==> config.mk <==
export PLATFORM = sky130hd
export DESIGN_NAME = stable_priority_queue_core
export DESIGN_NICKNAME = d
export VERILOG_FILES = /design/src/sv/spq_pkg.sv /design/src/sv/spq_cell.sv /design/src/sv/stable_priority_queue_core.sv
export SDC_FILE = /design/constraint.sdc
export NUM_CORES = 2
export LEC_CHECK = 0
export BUFFER_PORTS_ARGS = -buffer_cell sky130_fd_sc_hd__clkbuf_2
export CAP_MARGIN = 10
export CORE_MARGIN = 2
export CORE_UTILIZATION = 60
export CTS_CLUSTER_SIZE = 16
export DETAILED_ROUTE_END_ITERATION = 16
export GPL_TIMING_DRIVEN = 1
export MAX_ROUTING_LAYER = met4
export PLACE_DENSITY = 0.88
export SYNTH_ARGS = -nofsm -noshare
export SYNTH_HDL_FRONTEND = slang
export SYNTH_HIERARCHICAL = 1
export SYNTH_SLANG_ARGS = --single-unit
==> constraint.sdc <==
create_clock -name clk -period 4.9 [get_ports clk]
set_input_delay 0.49 -clock clk [delete_from_list [all_inputs] [get_ports clk]]
set_output_delay 0.49 -clock clk [all_outputs]
set_load 0.05 [all_outputs]
==> src/sv/spq_pkg.sv <==
`timescale 1ns / 1ps
// ----------------------------------------------------------------------------
// spq_pkg
// types and constants of the stable priority queue
// ----------------------------------------------------------------------------
package spq_pkg;

	localparam int VALUE_W = 32;
	localparam int PRIO_W  = 8;
	localparam int OCC_W   = 5;
	localparam int S_TDATA_W = 40;  // value, priority_req
	localparam int M_TDATA_W = 40;  // pop_value, occupancy, zero fill

	localparam logic KIND_PUSH = 1'b0;
	localparam logic KIND_POP  = 1'b1;

	localparam logic [VALUE_W-1:0] MOST_NEGATIVE = {1'b1, {(VALUE_W-1){1'b0}}};

	typedef enum logic [1:0] {
		ST_PUSHED = 2'd0,
		ST_POPPED = 2'd1,
		ST_EMPTY  = 2'd2,
		ST_FULL   = 2'd3
	} status_t;

	// broadcast to every cell
	typedef struct packed {
		logic                push;
		logic                pop;
		logic [PRIO_W-1:0]   prio;
		logic [VALUE_W-1:0]  value;
	} cell_cmd_t;

endpackage

==> src/sv/spq_cell.sv <==
`timescale 1ns / 1ps
// ----------------------------------------------------------------------------
// spq_cell
// one slot of the sorted chain: keeps, inserts, or takes from a neighbor
// ----------------------------------------------------------------------------
module spq_cell (
	input  logic                       clk,
	input  spq_pkg::cell_cmd_t         cmd,
	input  logic                       in_range,
	input  logic                       left_ge,
	input  logic [spq_pkg::VALUE_W-1:0] left_value,
	input  logic [spq_pkg::PRIO_W-1:0]  left_prio,
	input  logic [spq_pkg::VALUE_W-1:0] right_value,
	input  logic [spq_pkg::PRIO_W-1:0]  right_prio,
	output logic                       ge,
	output logic [spq_pkg::VALUE_W-1:0] value,
	output logic [spq_pkg::PRIO_W-1:0]  prio
);
	import spq_pkg::*;

	logic [VALUE_W-1:0] value_q;
	logic [PRIO_W-1:0]  prio_q;

	// entry stays ahead of the new one
	assign ge    = in_range && (prio_q >= cmd.prio);
	assign value = value_q;
	assign prio  = prio_q;

	// push and pop never come together; with neither the slot holds
	always_ff @(posedge clk) begin
		if (cmd.push) begin
			if (!ge) begin
				if (left_ge) begin
					value_q <= cmd.value;
					prio_q  <= cmd.prio;
				end else begin
					value_q <= left_value;
					prio_q  <= left_prio;
				end
			end
		end else if (cmd.pop) begin
			value_q <= right_value;
			prio_q  <= right_prio;
		end
	end

endmodule

==> src/sv/stable_priority_queue_core.sv <==
`timescale 1ns / 1ps
// ----------------------------------------------------------------------------
// stable_priority_queue_core
// bounded priority queue kept sorted in a row of shift-insert cells
// ----------------------------------------------------------------------------
//  channel | dir | tdata                              | tuser
//  s_      | in  | [31:0] value, [39:32] priority_req | [0] kind (0 push, 1 pop)
//  m_      | out | [31:0] pop_value, [36:32] occupancy| [1:0] status
//
//  one beat in, one beat out; every cell compares its priority with the new
//  one in parallel, so an item is taken every cycle while the input is not
//  stalled, and its result is registered in the output register
//  the input stalls only while a result waits in the output register
//  reset clears the entry count and the output valid; the cells hold no reset
// ----------------------------------------------------------------------------
module stable_priority_queue_core #(
	parameter int CAPACITY = 16
) (
	input  logic                         clk,
	input  logic                         arst_n,
	input  logic                         s_tvalid,
	output logic                         s_tready,
	input  logic [spq_pkg::S_TDATA_W-1:0] s_tdata,   // value, priority_req
	input  logic [0:0]                   s_tuser,   // kind
	output logic                         m_tvalid,
	input  logic                         m_tready,
	output logic [spq_pkg::M_TDATA_W-1:0] m_tdata,   // pop_value, occupancy, zeros
	output logic [1:0]                   m_tuser    // status
);
	import spq_pkg::*;

	localparam int CNT_W = $clog2(CAPACITY + 1);

	// entry count, the only control state of the chain
	logic [CNT_W-1:0] count_q;
	logic [CNT_W-1:0] count_next;

	// output register
	logic               out_valid_q;
	logic [VALUE_W-1:0] pop_value_q;
	status_t            status_q;
	logic [OCC_W-1:0]   occ_q;

	logic               accept;
	logic               is_pop;
	logic               full;
	logic               empty;
	cell_cmd_t          cmd;
	status_t            status_next;
	logic [VALUE_W-1:0] pop_value_next;

	// cell outputs, one slot per cell
	logic               cell_ge    [CAPACITY];
	logic [VALUE_W-1:0] cell_value [CAPACITY];
	logic [PRIO_W-1:0]  cell_prio  [CAPACITY];

	// a new beat enters when the output slot is free or being drained
	assign s_tready = !out_valid_q || m_tready;
	assign accept   = s_tvalid && s_tready;
	assign is_pop   = (s_tuser[0] == KIND_POP);
	assign full     = (count_q == CNT_W'(CAPACITY));
	assign empty    = (count_q == '0);

	// drops and empty pops leave the chain untouched
	assign cmd.push  = accept && !is_pop && !full;
	assign cmd.pop   = accept && is_pop && !empty;
	assign cmd.value = s_tdata[VALUE_W-1:0];
	assign cmd.prio  = s_tdata[VALUE_W +: PRIO_W];

	// the cells
	for (genvar i = 0; i < CAPACITY; i++) begin : g_cell
		logic               in_range;
		logic               left_ge;
		logic [VALUE_W-1:0] left_value;
		logic [PRIO_W-1:0]  left_prio;
		logic [VALUE_W-1:0] right_value;
		logic [PRIO_W-1:0]  right_prio;

		assign in_range = (CNT_W'(i) < count_q);

		// head: nothing ahead, so a new entry lands here unless the head stays
		if (i == 0) begin : g_head
			assign left_ge    = 1'b1;
			assign left_value = cmd.value;
			assign left_prio  = cmd.prio;
		end else begin : g_body
			assign left_ge    = cell_ge[i-1];
			assign left_value = cell_value[i-1];
			assign left_prio  = cell_prio[i-1];
		end

		// tail: nothing behind, the slot falls out of range on a pop
		if (i == CAPACITY - 1) begin : g_tail
			assign right_value = cell_value[i];
			assign right_prio  = cell_prio[i];
		end else begin : g_link
			assign right_value = cell_value[i+1];
			assign right_prio  = cell_prio[i+1];
		end

		spq_cell u_cell (
			.clk         (clk),
			.cmd         (cmd),
			.in_range    (in_range),
			.left_ge     (left_ge),
			.left_value  (left_value),
			.left_prio   (left_prio),
			.right_value (right_value),
			.right_prio  (right_prio),
			.ge          (cell_ge[i]),
			.value       (cell_value[i]),
			.prio        (cell_prio[i])
		);
	end

	// result of the beat being taken
	always_comb begin
		count_next     = count_q;
		status_next    = ST_PUSHED;
		pop_value_next = '0;
		priority if (cmd.push) begin
			count_next  = count_q + CNT_W'(1);
			status_next = ST_PUSHED;
		end else if (cmd.pop) begin
			count_next     = count_q - CNT_W'(1);
			status_next    = ST_POPPED;
			pop_value_next = cell_value[0];
		end else if (is_pop) begin
			status_next    = ST_EMPTY;
			pop_value_next = MOST_NEGATIVE;
		end else begin
			status_next = ST_FULL;
		end
	end

	always_ff @(posedge clk or negedge arst_n) begin
		if (!arst_n) begin
			count_q     <= '0;
			out_valid_q <= 1'b0;
		end else begin
			if (accept) begin
				count_q     <= count_next;
				out_valid_q <= 1'b1;
			end else if (m_tready) begin
				out_valid_q <= 1'b0;
			end
		end
	end

	// output payload, no reset needed
	always_ff @(posedge clk) begin
		if (accept) begin
			pop_value_q <= pop_value_next;
			status_q    <= status_next;
			occ_q       <= OCC_W'(count_next);
		end
	end

	assign m_tvalid = out_valid_q;
	assign m_tdata  = {{(M_TDATA_W-VALUE_W-OCC_W){1'b0}}, occ_q, pop_value_q};
	assign m_tuser  = status_q;

endmodule

=== Yosys cells after proc, flatten, opt, wreduce, memory -nomap -nowiden ===
Cells that the tools add are included.

* Register bits after elaboration: 685
* Output and inout bits: 44
* Logic and storage cells: 263

* $add $sub $neg: 2
* Order comparisons: 32
* Equal/unequal tests: 16
* Muxes and demuxes: 128
* Bitwise logic cells: 1
* Reduce and logical (&&, ||, !) cells: 46

{| class="wikitable"
|+ Operators by type and width
! cell !! number
|-
| $mux 32 || 62
|-
| $mux 8 || 60
|-
| $ge 8x8->1 || 16
|-
| $lt 4x5->1 const A || 8
|-
| $reduce_and 2->1 || 16
|-
| $ne 2x2->1 const B || 15
|-
| $logic_and 1x1->1 || 21
|-
| $lt 3x5->1 const A || 4
|-
| $lt 1x5->1 const A || 2
|-
| $lt 2x5->1 const A || 2
|-
| $mux 5 || 2
|-
| $add 5x1->5 const B || 1
|-
| $eq 5x5->1 const B || 1
|-
| $logic_not 5->1 || 1
|-
| $sub 5x1->5 const B || 1
|-
| $logic_not 1->1 || 4
|-
| $mux 1 || 4
|-
| $reduce_bool 2->1 || 2
|-
| $reduce_or 2->1 || 1
|-
| $logic_or 1x1->1 || 1
|-
| $not 1->1 || 1
|}

=== Depth between registers and ports, before layout ===
* Word-level depth: 7
* Gate-level depth with buffers: 11

=== By module ===
The synthesis kept the hierarchy.

{| class="wikitable"
|+ By module, submodules not included
! module !! instances !! cells an instance !! area each (µm²) !! sequential area each (µm²)
|-
| spq_cell || 16 || 203 || 2245.9 || 1201.2
|-
| stable_priority_queue_core || 1 || 152 || 2103.3 || 1321.3
|}

=== Worst setup path after synthesis ===
Ideal clock, no wire load.

* Path type: reg-to-reg
* Start point: reg count_q[0]
* End point: reg g_cell[0].u_cell.prio_q[0] (enable)
* Setup time: 411 ps
* Arrival time: 3570 ps
* Path slack: 919 ps
* Stages on the path, launching flop included: 9
* Clock period less this slack: 3981 ps
* Cells stage by stage: dfrtp_1 clkbuf_1 inv_1 ha_1 a311oi_4 buf_6 buf_2 nor2_1 a21oi_2

{| class="wikitable"
|+ RTL lines
! element !! line !! text
|-
| from (decl) || stable_priority_queue_core.sv:35 || <nowiki>logic [CNT_W-1:0] count_q;</nowiki>
|-
| from (signal assigned) || stable_priority_queue_core.sv:142 || <nowiki>count_q <= count_next;</nowiki>
|-
| to (signal assigned) || spq_cell.sv:35 || <nowiki>prio_q <= cmd.prio;</nowiki>
|-
| to (signal assigned) || spq_cell.sv:38 || <nowiki>prio_q <= left_prio;</nowiki>
|-
| to (signal assigned) || spq_cell.sv:43 || <nowiki>prio_q <= right_prio;</nowiki>
|-
| to (decl) || spq_cell.sv:22 || <nowiki>logic [PRIO_W-1:0] prio_q;</nowiki>
|}

==> impl_metrics.env <==
export IMPL_core_rowCount=92
export IMPL_initial_core_util_pct=60.5
export IMPL_grt_max_degree=192
export IMPL_post_drt_wl_per_cell_um=22.3
export IMPL_io_pins=89
export IMPL_critPathRequiredTime_ns=5.36
export IMPL_drt_pass1_iter_count=7
export IMPL_root_buffer="clkbuf_16"
export IMPL_finalCriticalPeriod_ns=3.69
export IMPL_drv_slew=0
export IMPL_drive_above_1_share_pct=9.52
export IMPL_relSlewSlack_pct=32.5
export IMPL_gp_congestion=0.876
export IMPL_synth_cells=3400
export IMPL_cts_resized=0
export IMPL_min_path_type="in -> reg"
export IMPL_worstMarginPinSlew_ns=1.01
export IMPL_cts_inserted_buffers=73
export IMPL_yosysSeqAreaShare_pct=54.0
export IMPL_worstPathArrival_ns=4.15
export IMPL_cts_max_path_buffers=3
export IMPL_ys_flop_type="edfxtp_1"
export IMPL_grt_pass1_vias=26328
export IMPL_synth_area_sq_mm=0.0380
export IMPL_clk_latency_ns=0.64
export IMPL_rsz0062_at_grt="false"
export IMPL_mostFrequentLayoutCell="edfxtp_1"
export IMPL_post_cts_buffers=0
export IMPL_worstSetupEndpointType="flop"
export IMPL_synthDistinctLibCells=43
export IMPL_totalNegativeSetupSlack_ns=0
export IMPL_die_x_um=256
export IMPL_fmax_mhz=271
export IMPL_synth_edf_count=679
export IMPL_status="finished, final reports clean"
export IMPL_min_period_over_period_pct=75.4
export IMPL_grt_usage_pct=29.7
export IMPL_synthArstFlopShare_pct=0.876
export IMPL_cts_sinks=685
export IMPL_irDropWorstVdd_v=0.000285
export IMPL_numPortBuffers=85
export IMPL_die_area_sq_mm=0.0654
export IMPL_placed_area_sq_mm=0.0393
export IMPL_p_total_w=0.0197
export IMPL_clk_pin_slew_ns=0.06
export IMPL_die_y_um=256
export IMPL_syn_to_final_growth_pct=9.39
export IMPL_grt_pass1_wl_um=149000
export IMPL_place_hpwl_um=56800
export IMPL_ys_warn_count=6
export IMPL_timing_hold_violations_final=0
export IMPL_startpoint_type="flop"
export IMPL_setup_worst_path_class="reg -> reg"
export IMPL_drc=0
export IMPL_grt_antenna_before_repair=1
export IMPL_cts_max_level=3
export IMPL_cap_violations=0
export IMPL_finalInstanceArea_sq_mm=0.0416
export IMPL_routed_wl_um=95900
export IMPL_setup_viol_count_final=0
export IMPL_overflow=0
export IMPL_fin_skew_ns=0.0260
export IMPL_hold_buffers=1
export IMPL_nNetsFinal=3565
export IMPL_layout_common_cells="679 x edfxtp_1, 674 x a21oi_1, 658 x nor2_1"
export IMPL_ys_seq_elements=685
export IMPL_routed_via_density=6.28
export IMPL_powerDensity_mw_per_mm2=474
export IMPL_crit_path_max_fanout=69
export IMPL_drt_iter0_drc=3497
export IMPL_num_vias=26960
export IMPL_p_leak_nw=16.0
export IMPL_core_area_sq_mm=0.0629
export IMPL_cts_tree="yes"
export IMPL_avgSynthCellArea_sq_um=11.2
export IMPL_drtAntennaViolNets=0
[cells in the mapped netlist, types with 2 or more instances]
library cell  instances  area share [%]
mux2i_1             642              17
xor2_1                2           0.046
ha_1                132             4.3
buf_2                98             1.3
nor2_1              658             6.5
dfrtp_1               6            0.39
a21oi_1             674             8.9
nand2_1               9           0.089
and2_1               31            0.51
inv_1               149             1.5
a21o_1               33            0.65
o32ai_2              16            0.68
buf_6                18            0.53
edfxtp_1            679              54
nand3_1              18            0.24
conb_1                2           0.020
clkbuf_1            114             1.1
o21a_1                2           0.039
o21ai_0               3           0.039
or3_1                 2           0.033
a21oi_2              32            0.74
buf_4                 4           0.079
nand2b_1             19            0.31
or4_4                16            0.47
xnor2_1               6            0.14
a21o_2                3           0.069
o211ai_1             16            0.32
[worst max-delay path, cell delays in order (launching register included)]
cell and delay, ns:
dfrtp_1 0.58, inv_1 0.16, ha_1 0.28, a311oi_4 0.76
buf_4 0.34, buf_4 0.56, buf_4 0.51, nor2_1 0.11
a21oi_1 0.17
[metrics by stage]
step / utilization (%) / cells / worst slack [ns] / hold WS [ns]
after floorplan: - / 3402 / 0.919 / 0.194
after global placement: 62.5 / 4158 / 1.03 / 0.327
after detailed placement: 62.5 / 4158 / 0.975 / 0.328
after CTS: 66.2 / 4290 / 1.29 / 0.0995
after global routing: 66.2 / 4291 / 1.05 / 0.142
final: 66.2 / 4293 / 1.21 / 0.117
[layout make-up]
cell class / count / area, sq um
clock buffer: 91 / 1950
clock inverter: 40 / 358
antenna: 3 / 7.51
fill: 4410 / 21200
timing repair buffer: 146 / 1060
multi-input combinational: 2332 / 16100
inverter: 150 / 571
sequential: 685 / 20500
tap: 846 / 1060
[registers in the layout, indices dropped and copies added (netlist names)]
name / cells
pop_value_q: 32
g_cell.u_cell/prio: 128
g_cell.u_cell/value: 512
count_q: 5
m_tvalid: 1
m_tuser: 2
occ_q: 5
[final timing paths]
| path | start | endpoint | slack, ns | cells past startpoint |
|---|---|---|---|---|
| setup / recovery | count_q[0]$_DFFE_PN0N_ | g_cell[10].u_cell/value[5]$_DFFE_PP_ | 1.21 | 8 |
| min in group asynchronous | arst_n | count_q[2]$_DFFE_PN0N_ | 0.22 | 2 |
| max in group asynchronous | arst_n | count_q[0]$_DFFE_PN0N_ | 4.52 | 2 |
| setup reg to reg | count_q[0]$_DFFE_PN0N_ | g_cell[10].u_cell/value[5]$_DFFE_PP_ | 1.21 | 8 |
| hold / removal | s_tvalid | m_tvalid$_DFFE_PN0P_ | 0.12 | 2 |
| hold reg to reg | g_cell[0].u_cell/value[10]$_DFFE_PP_ | pop_value_q[10]$_SDFFCE_PP0N_ | 0.56 | 1 |
[power by group]
group | switching, W | internal [W]
sequential | 0.000542 | 0.00762
clock | 0.00236 | 0.00310
combinational | 0.00381 | 0.00229
total | 0.00671 | 0.0130
[per-layer routing]
| layer | vias to the layer above | share of wire [%] | track usage, % | routed length [um] |
|---|---|---|---|---|
| met1 | 12879 | 40 | 39.2 | 38400 |
| li1 | 12364 | - | - | - |
| met2 | 1464 | 47 | 46.6 | 44900 |
| met4 | 0 | 3.2 | 10.5 | 3110 |
| met5 | - | 0 | - | 0 |
| met3 | 253 | 10 | 5.26 | 9600 |
[kinds of logic (layout without fill, tap and decap cells)]
| group | count (synthesis) | count (layout) | synth area share [%] |
|---|---|---|---|
| AOI/OAI and AO/OA | 785 | 785 | 11.7 |
| xor gates and xnor gates | 8 | 8 | 0.184 |
| adders and majority gates | 132 | 132 | 4.34 |
| buffers and inverters | 385 | 427 | 4.56 |
| DFF | 685 | 685 | 54.0 |
| muxes | 643 | 643 | 16.9 |
| other | 2 | 7 | 0.0197 |
| and+or+nand+nor | 760 | 760 | 8.29 |
No activity file was read; power rests on OpenSTA's default activity.
